**config.mk**
```make
export PLATFORM = sky130hd
export DESIGN_NAME = oebs_ctrl_flat
export DESIGN_NICKNAME = d
export VERILOG_FILES = /design/src/rtl/core/oebs_pkg.sv /design/src/rtl/core/oebs_stream_if.sv /design/src/rtl/core/oebs_ctrl.sv /design/src/flat_wrapper.sv
export SDC_FILE = /design/constraint.sdc
export NUM_CORES = 1
export LEC_CHECK = 0
export CORE_MARGIN = 10
export CORE_UTILIZATION = 50
export CTS_CLUSTER_SIZE = 12
export DETAILED_ROUTE_END_ITERATION = 16
export DONT_BUFFER_PORTS = 1
export MAX_ROUTING_LAYER = met4
export SLEW_MARGIN = 0
export SYNTH_ARGS = -nofsm -noshare
export SYNTH_HDL_FRONTEND = slang
export SYNTH_SLANG_ARGS = --single-unit
```
**constraint.sdc**
```tcl
create_clock -name clock -period 4.79 [get_ports clock]
set_clock_uncertainty 0.2 [all_clocks]
set_input_delay 1.1975 -clock clock [delete_from_list [all_inputs] [get_ports clock]]
set_output_delay 1.1975 -clock clock [all_outputs]
set_load 0.02 [all_outputs]
```
**src/rtl/core/oebs_pkg.sv**
```systemverilog
// Package: sizes, opcodes, control structs and float32 helpers for the bag-sum unit.
`default_nettype none
package oebs_pkg;
   localparam int NumRows = 1024;
   localparam int Dim     = 16;
   localparam int RowW    = $clog2(NumRows);
   localparam int ColW    = (Dim > 1) ? $clog2(Dim) : 1;
   localparam int MemW    = RowW + ColW;
   localparam int MemDepth = NumRows * (1 << ColW);
   localparam int ScanW   = RowW + 1;

   localparam logic [1:0] OP_WRITE  = 2'd0;
   localparam logic [1:0] OP_LOOKUP = 2'd1;
   localparam logic [1:0] OP_EMIT   = 2'd2;

   localparam logic [31:0] QNAN = 32'h7FC00000;

   typedef struct packed {
      logic          mem_we;
      logic          scan_start;
      logic          scan_step;
      logic          acc_en;
      logic          set_bad;
      logic          emit_load;
      logic          emit_clear;
      logic [ColW-1:0] col;
   } ctrl_type;

   typedef struct packed {
      logic scan_last;
      logic hit;
   } stat_type;

   // Float32 add, round to nearest even, NaN canonicalized.
   function automatic logic [31:0] fadd(input logic [31:0] a, input logic [31:0] b);
      logic        sa, sb, sx, sy, sr;
      logic [7:0]  ea, eb, ex, ey;
      logic [26:0] mx, my, sh;
      logic [27:0] sum;
      logic [7:0]  d;
      logic [9:0]  er;
      logic [4:0]  lz;
      logic [27:0] nm;
      logic        st, rnd;
      logic [24:0] mr;
      logic [31:0] res;
      sa = a[31]; sb = b[31]; ea = a[30:23]; eb = b[30:23];
      res = 32'd0;
      if ((ea == 8'hFF && a[22:0] != 0) || (eb == 8'hFF && b[22:0] != 0)) begin
         res = QNAN;
      end else if (ea == 8'hFF && eb == 8'hFF) begin
         res = (sa == sb) ? a : QNAN;
      end else if (ea == 8'hFF) begin
         res = a;
      end else if (eb == 8'hFF) begin
         res = b;
      end else begin
         if ({ea, a[22:0]} >= {eb, b[22:0]}) begin
            sx = sa; ex = ea; mx = {(ea != 0), a[22:0], 3'b0};
            sy = sb; ey = eb; my = {(eb != 0), b[22:0], 3'b0};
         end else begin
            sx = sb; ex = eb; mx = {(eb != 0), b[22:0], 3'b0};
            sy = sa; ey = ea; my = {(ea != 0), a[22:0], 3'b0};
         end
         if (ex == 0) ex = 8'd1;
         if (ey == 0) ey = 8'd1;
         d = ex - ey;
         if (d > 8'd26) begin
            sh = {26'd0, (my != 0)};
         end else begin
            sh = my >> d;
            st = ((my & ((27'd1 << d) - 27'd1)) != 0);
            sh[0] = sh[0] | st;
         end
         sr = sx;
         if (sx == sy) sum = {1'b0, mx} + {1'b0, sh};
         else          sum = {1'b0, mx} - {1'b0, sh};
         if (sum == 0) begin
            res = {(sa & sb), 31'd0};
         end else begin
            er = {2'b0, ex} + 10'd1;
            lz = 5'd0;
            for (int i = 27; i >= 0; i--) begin
               if (sum[i] && lz == 0 && (sum >> (i + 1)) == 0) lz = 5'(27 - i);
            end
            if ({5'd0, lz} >= er) begin
               nm = sum << (er - 10'd1);
               er = 10'd0;
            end else begin
               nm = sum << lz;
               er = er - {5'd0, lz};
            end
            // nm[27] leading, 24 mantissa bits nm[27:4], guard nm[3], sticky nm[2:0]
            rnd = nm[3] && ((nm[2:0] != 0) || nm[4]);
            mr = {1'b0, nm[27:4]} + {24'd0, rnd};
            if (mr[24]) begin
               mr = mr >> 1;
               er = er + 10'd1;
            end else if (er == 0 && mr[23]) begin
               er = 10'd1;
            end
            if (er >= 10'd255) res = {sr, 8'hFF, 23'd0};
            else               res = {sr, er[7:0], mr[22:0]};
         end
      end
      return res;
   endfunction
endpackage
`default_nettype wire

```
**src/rtl/core/oebs_stream_if.sv**
```systemverilog
// Interfaces: request and response valid/ready channels.
`default_nettype none
interface oebs_req_if;
   logic        valid;
   logic        ready;
   logic [1:0]  operation;
   logic [9:0]  weight_row;
   logic [5:0]  weight_column;
   logic [31:0] weight_value;
   logic [31:0] lookup_index;
   modport source (output valid, operation, weight_row, weight_column, weight_value,
                   lookup_index, input ready);
   modport sink (input valid, operation, weight_row, weight_column, weight_value,
                 lookup_index, output ready);
endinterface

`default_nettype wire

```
**src/rtl/core/oebs_ctrl.sv**
```systemverilog
// Controller: sequences write, scan, accumulate and emit.
`default_nettype none
module oebs_ctrl (
   input  wire logic               clock,
   input  wire logic               reset,
   oebs_req_if.sink                req,
   input  wire logic               rsp_ready,
   output      logic               rsp_valid,
   output      logic [5:0]         rsp_pos,
   output      logic               rsp_last,
   output      oebs_pkg::ctrl_type ctrl,
   input  wire oebs_pkg::stat_type stat
);
   localparam logic [2:0] S_IDLE = 3'd0, S_SCAN = 3'd1, S_DRAIN = 3'd2,
                          S_ACC = 3'd3, S_EMIT = 3'd4, S_OUT = 3'd5;
   logic [2:0] state_ff, state_in;
   logic [oebs_pkg::ColW-1:0] col_ff, col_in;
   logic valid_ff, valid_in, last_ff, last_in;
   logic [5:0] pos_ff, pos_in;
   logic acc_req;

   assign req.ready = (state_ff == S_IDLE);
   assign acc_req = req.valid && req.ready;

   always_comb begin
      state_in = state_ff; col_in = col_ff;
      valid_in = valid_ff; last_in = last_ff; pos_in = pos_ff;
      ctrl = '0;
      ctrl.col = col_ff;
      unique case (state_ff)
         S_IDLE: begin
            if (acc_req) begin
               priority if (req.operation == oebs_pkg::OP_WRITE) begin
                  ctrl.col = req.weight_column[oebs_pkg::ColW-1:0];
                  ctrl.mem_we = ({26'd0, req.weight_column} < 32'(oebs_pkg::Dim)) &&
                                ({22'd0, req.weight_row} < 32'(oebs_pkg::NumRows));
               end else if (req.operation == oebs_pkg::OP_LOOKUP) begin
                  ctrl.scan_start = 1'b1;
                  col_in = '0;
                  state_in = S_SCAN;
               end else if (req.operation == oebs_pkg::OP_EMIT) begin
                  col_in = '0;
                  state_in = S_EMIT;
               end else begin
               end
            end
         end
         S_SCAN: begin
            // every cycle reads one word; datapath steps the row on the last column
            ctrl.scan_step = 1'b1;
            if (col_ff == oebs_pkg::ColW'(oebs_pkg::Dim - 1)) begin
               col_in = '0;
            end else begin
               col_in = col_ff + 1'b1;
            end
            if (stat.scan_last) state_in = S_DRAIN;
         end
         S_DRAIN: begin
            // last read lands in the select buffer
            col_in = '0;
            state_in = S_ACC;
            if (!stat.hit) begin
               ctrl.set_bad = 1'b1;
               state_in = S_IDLE;
            end
         end
         S_ACC: begin
            ctrl.acc_en = 1'b1;
            col_in = col_ff + 1'b1;
            if (col_ff == oebs_pkg::ColW'(oebs_pkg::Dim - 1)) state_in = S_IDLE;
         end
         S_EMIT: begin
            ctrl.emit_load = 1'b1;
            valid_in = 1'b1;
            pos_in = 6'(col_ff);
            last_in = (col_ff == oebs_pkg::ColW'(oebs_pkg::Dim - 1));
            state_in = S_OUT;
         end
         S_OUT: begin
            if (rsp_ready) begin
               valid_in = 1'b0;
               if (last_ff) begin
                  ctrl.emit_clear = 1'b1;
                  state_in = S_IDLE;
               end else begin
                  col_in = col_ff + 1'b1;
                  state_in = S_EMIT;
               end
            end
         end
         default: state_in = S_IDLE;
      endcase
   end

   always_ff @(posedge clock) begin
      if (reset) begin
         state_ff <= S_IDLE; col_ff <= '0; valid_ff <= 1'b0; last_ff <= 1'b0; pos_ff <= '0;
      end else begin
         state_ff <= state_in; col_ff <= col_in; valid_ff <= valid_in;
         last_ff <= last_in; pos_ff <= pos_in;
      end
   end

   assign rsp_valid = valid_ff;
   assign rsp_pos   = pos_ff;
   assign rsp_last  = last_ff;
endmodule
`default_nettype wire

```
**src/flat_wrapper.sv**
```systemverilog
// flat-port wrapper written by rule: the top's interface ports become plain ports
module oebs_ctrl_flat 
  (clock, reset, rsp_ready, rsp_valid, rsp_pos, rsp_last, ctrl, stat, req_valid, req_operation, req_weight_row, req_weight_column, req_weight_value, req_lookup_index, req_ready);
  oebs_req_if req_i ();
  input  wire logic clock;
  input  wire logic reset;
  input  wire logic rsp_ready;
  output      logic rsp_valid;
  output      logic [5:0] rsp_pos;
  output      logic rsp_last;
  output      oebs_pkg::ctrl_type ctrl;
  input  wire oebs_pkg::stat_type stat;
  input wire logic [$bits(req_i.valid)-1:0] req_valid;
  input wire logic [$bits(req_i.operation)-1:0] req_operation;
  input wire logic [$bits(req_i.weight_row)-1:0] req_weight_row;
  input wire logic [$bits(req_i.weight_column)-1:0] req_weight_column;
  input wire logic [$bits(req_i.weight_value)-1:0] req_weight_value;
  input wire logic [$bits(req_i.lookup_index)-1:0] req_lookup_index;
  output wire logic [$bits(req_i.ready)-1:0] req_ready;
  assign req_i.valid = req_valid;
  assign req_i.operation = req_operation;
  assign req_i.weight_row = req_weight_row;
  assign req_i.weight_column = req_weight_column;
  assign req_i.weight_value = req_weight_value;
  assign req_i.lookup_index = req_lookup_index;
  assign req_ready = req_i.ready;
  oebs_ctrl u_core (.clock(clock), .reset(reset), .req(req_i), .rsp_ready(rsp_ready), .rsp_valid(rsp_valid), .rsp_pos(rsp_pos), .rsp_last(rsp_last), .ctrl(ctrl), .stat(stat));
endmodule
```
==> impl_metrics.toml <==
[run_status]
status = "complete, no violations"

[setup_path]
r2r_slack_ns = 2.75
end_kind = "primary output"
required_ns = 3.39
cp-start-kind = "primary input"
critPathKind = "in2out"
r2r_end = "u_core.rsp_pos[3]"
r2r-start = "u_core.state_ff[2]"
cp_max_fo = 5
worstRegToRegCells = 3
arrival_ns = 2.12

[timing]
fin_crit_sh = 0.735
rsz0062_at_grt = "no"
fmax_ghz = 0.284
hold_viol = 0
worstMarginPinSlew_ns = 0.873
fin_ws_ns = 1.27
fin_crit_ns = 3.52
setup_tns_ns = 0
slew_violations = 0
setup_violations = 0
relSlewSlack = 0.416

[synth]
synthDistinctLibCells = 36
yosys_warnings = 0
synth_seq_cells = 13
syn_inst = 99
syn_area_um2 = 867
seq_area_frac_synth = 0.300
syn_area_per_cell_um2 = 8.76

[worst_hold_path]
whs_path_depth = 2
min_from = "u_core.col_ff[1]"
hold_end = "u_core.col_ff[1]"
hp-class = "reg2reg"

[clock_network]
cts-buffers-inserted = 3
post_cts_resized = 0
clk_pin_slew_ns = 0.08
clockBufferDepth = 2
cts_setup_buffers = 0
cts_tree = "built"
htree_levels = 1
cts_sinks = 13
cts-hold-fix-buffers = 0
clockRootBuffer = "clkbuf_4"
clk_latency_ns = 0.27

[grt]
antenna_found_initial = 0
grt_pass1_wl_um = 3020
grt_usage = 0.108
grt_overflow_total = 0
grt_pass1_vias = 669
grt_max_degree = 14

[floorplan]
die_height_um = 61.6
dieArea_mm2 = 0.00380
rows = 14
fp.dieW_um = 61.6
io_pins = 108
start_util = 0.550
core_mm2 = 0.00158

[finish]
syn_to_final_growth_pct = 0.577
final_nets = 190
drive_above_1_share = 0.155
final_cell_mix = "dfxtp_1, nor2_1, inv_1, mux2i_1"
final_common_cell = "dfxtp_1"
diodes = 0
nFillCells = 155

[detailed_routing]
routed_via_density = 5.88
drt_first_pass_iters = 4
via_count = 664
drtIter0Drc = 12
postRouteAntennaNets = 0
postRouteWirelength_um = 1970
post_drt_wl_per_cell_um = 17.5
drc = 0

[pwr]
switching_share = 0.336
power_frac_clock = 0.256
combinationalPowerShare = 0.258
internal_power_uw = 172
p_leak_uw = 0.000324
switching_power_uw = 86.8
power.share.sequential = 0.487
pwr_density_cell_mw_per_mm2 = 296
ir_drop_mv = 0.173

[job]
drv_cap = 0

[place]
post-dp-hpwl_um = 1560
port_buffers = 0
gp_congestion = 0.762
pre_cts_ws_ns = 1.25
==> cell type report <==
| type | instances | area (µm²) | share of cell area |
|---|---|---|---|
| tap | 16 | 20.0 | 0.0230 |
| clock buffer | 4 | 26.3 | 0.0301 |
| multi-input combinational | 75 | 547 | 0.627 |
| sequential | 13 | 260 | 0.298 |
| inverter | 5 | 18.8 | 0.0215 |
==> sequential cells by signal, indices dropped and copies added, names as in the netlist <==
signal,count
u_core.rsp_pos,4
u_core.rsp_valid,1
u_core.rsp_last,1
u_core.state_ff,3
u_core.col_ff,4
==> power by group through the flow <==
stage,logic [µW],registers (µW),clock network (µW)
floorplan,69.4,120,0
global placement,66.4,128,0
detailed placement,67.1,128,0
CTS,67.4,125,69.4
global route,73.2,127,71.4
finish,66.6,126,66.1
==> critical path, cell delays in order <==
cell and delay (ns):
inv_1 0.07, ha_1 0.18, nand3_2 0.12, nor3_1 0.55
==> worst max path at each step <==
stage	cells past startpoint	end	startpoint
2_1_floorplan	4	ctrl[10]	req_operation[1]
3_3_place_gp	4	ctrl[10]	req_operation[1]
3_5_place_dp	4	ctrl[10]	req_operation[1]
4_1_cts	4	ctrl[10]	req_operation[1]
5_1_grt	3	ctrl[10]	u_core.state_ff[2]
6_report	4	ctrl[10]	req_operation[1]
==> per-layer routing <==
layer	routed length [µm]	GRT usage	part of all wire	up-vias
li1	-	-	-	341
met1	745	0.109	0.38	298
met3	278	0.0556	0.14	2
met2	934	0.168	0.47	23
met5	0	-	0	-
met4	15	0.0573	0.0076	0
==> through the flow <==
stage | hold WS, ns | total power (µW) | area, µm² | utilization | instances
global route | 0.375 | 272 | 872 | 0.553 | 113
global placement | 0.308 | 194 | 846 | 0.537 | 109
finish | 0.328 | 258 | 872 | 0.553 | 113
floorplan | 0.284 | 190 | 871 | - | 100
detailed placement | 0.323 | 195 | 846 | 0.537 | 109
CTS | 0.335 | 262 | 872 | 0.553 | 113
==> kinds of logic after synthesis <==
kind of cell,synth area share
muxes,0.110
other,0.00432
adders and majority gates,0.0577
DFF,0.300
and+or+nand+nor,0.303
buffers and inverters,0.0794
AOI/OAI and AO/OA,0.146
==> cells in the mapped netlist <==
| cell | n | area [µm²] |
|---|---|---|
| nand3b_1 | 4 | 30.0 |
| clkbuf_1 | 1 | 3.75 |
| buf_6 | 1 | 11.3 |
| a211o_1 | 1 | 8.76 |
| nor3_1 | 3 | 15.0 |
| ha_1 | 4 | 50.1 |
| inv_1 | 5 | 18.8 |
| o31ai_2 | 1 | 12.5 |
| a2111oi_0 | 1 | 8.76 |
| dfxtp_1 | 13 | 260 |
| nand3_1 | 4 | 20.0 |
| a22oi_2 | 1 | 12.5 |
| nor3b_1 | 3 | 22.5 |
| buf_2 | 1 | 5.00 |
| and2_1 | 3 | 18.8 |
| nand2_1 | 4 | 15.0 |
| mux2_2 | 4 | 45.0 |
| o32a_1 | 1 | 10.0 |
| buf_4 | 4 | 30.0 |
| nand2b_1 | 4 | 25.0 |
| and3_1 | 2 | 12.5 |
| nand4bb_1 | 1 | 11.3 |
| nor2b_1 | 3 | 18.8 |
| a21oi_1 | 2 | 10.0 |
| nor3_2 | 2 | 20.0 |
| nand3_2 | 1 | 10.0 |
| nor2_1 | 10 | 37.5 |
| o21a_1 | 1 | 7.51 |
| nand4_1 | 1 | 6.26 |
| a31oi_1 | 1 | 6.26 |
| a2bb2oi_1 | 1 | 8.76 |
| a21boi_2 | 2 | 22.5 |
| o31a_1 | 1 | 8.76 |
| o21ai_0 | 2 | 10.0 |
| conb_1 | 1 | 3.75 |
| mux2i_1 | 5 | 50.1 |
Note: power is estimated with default switching activity, not from simulation.
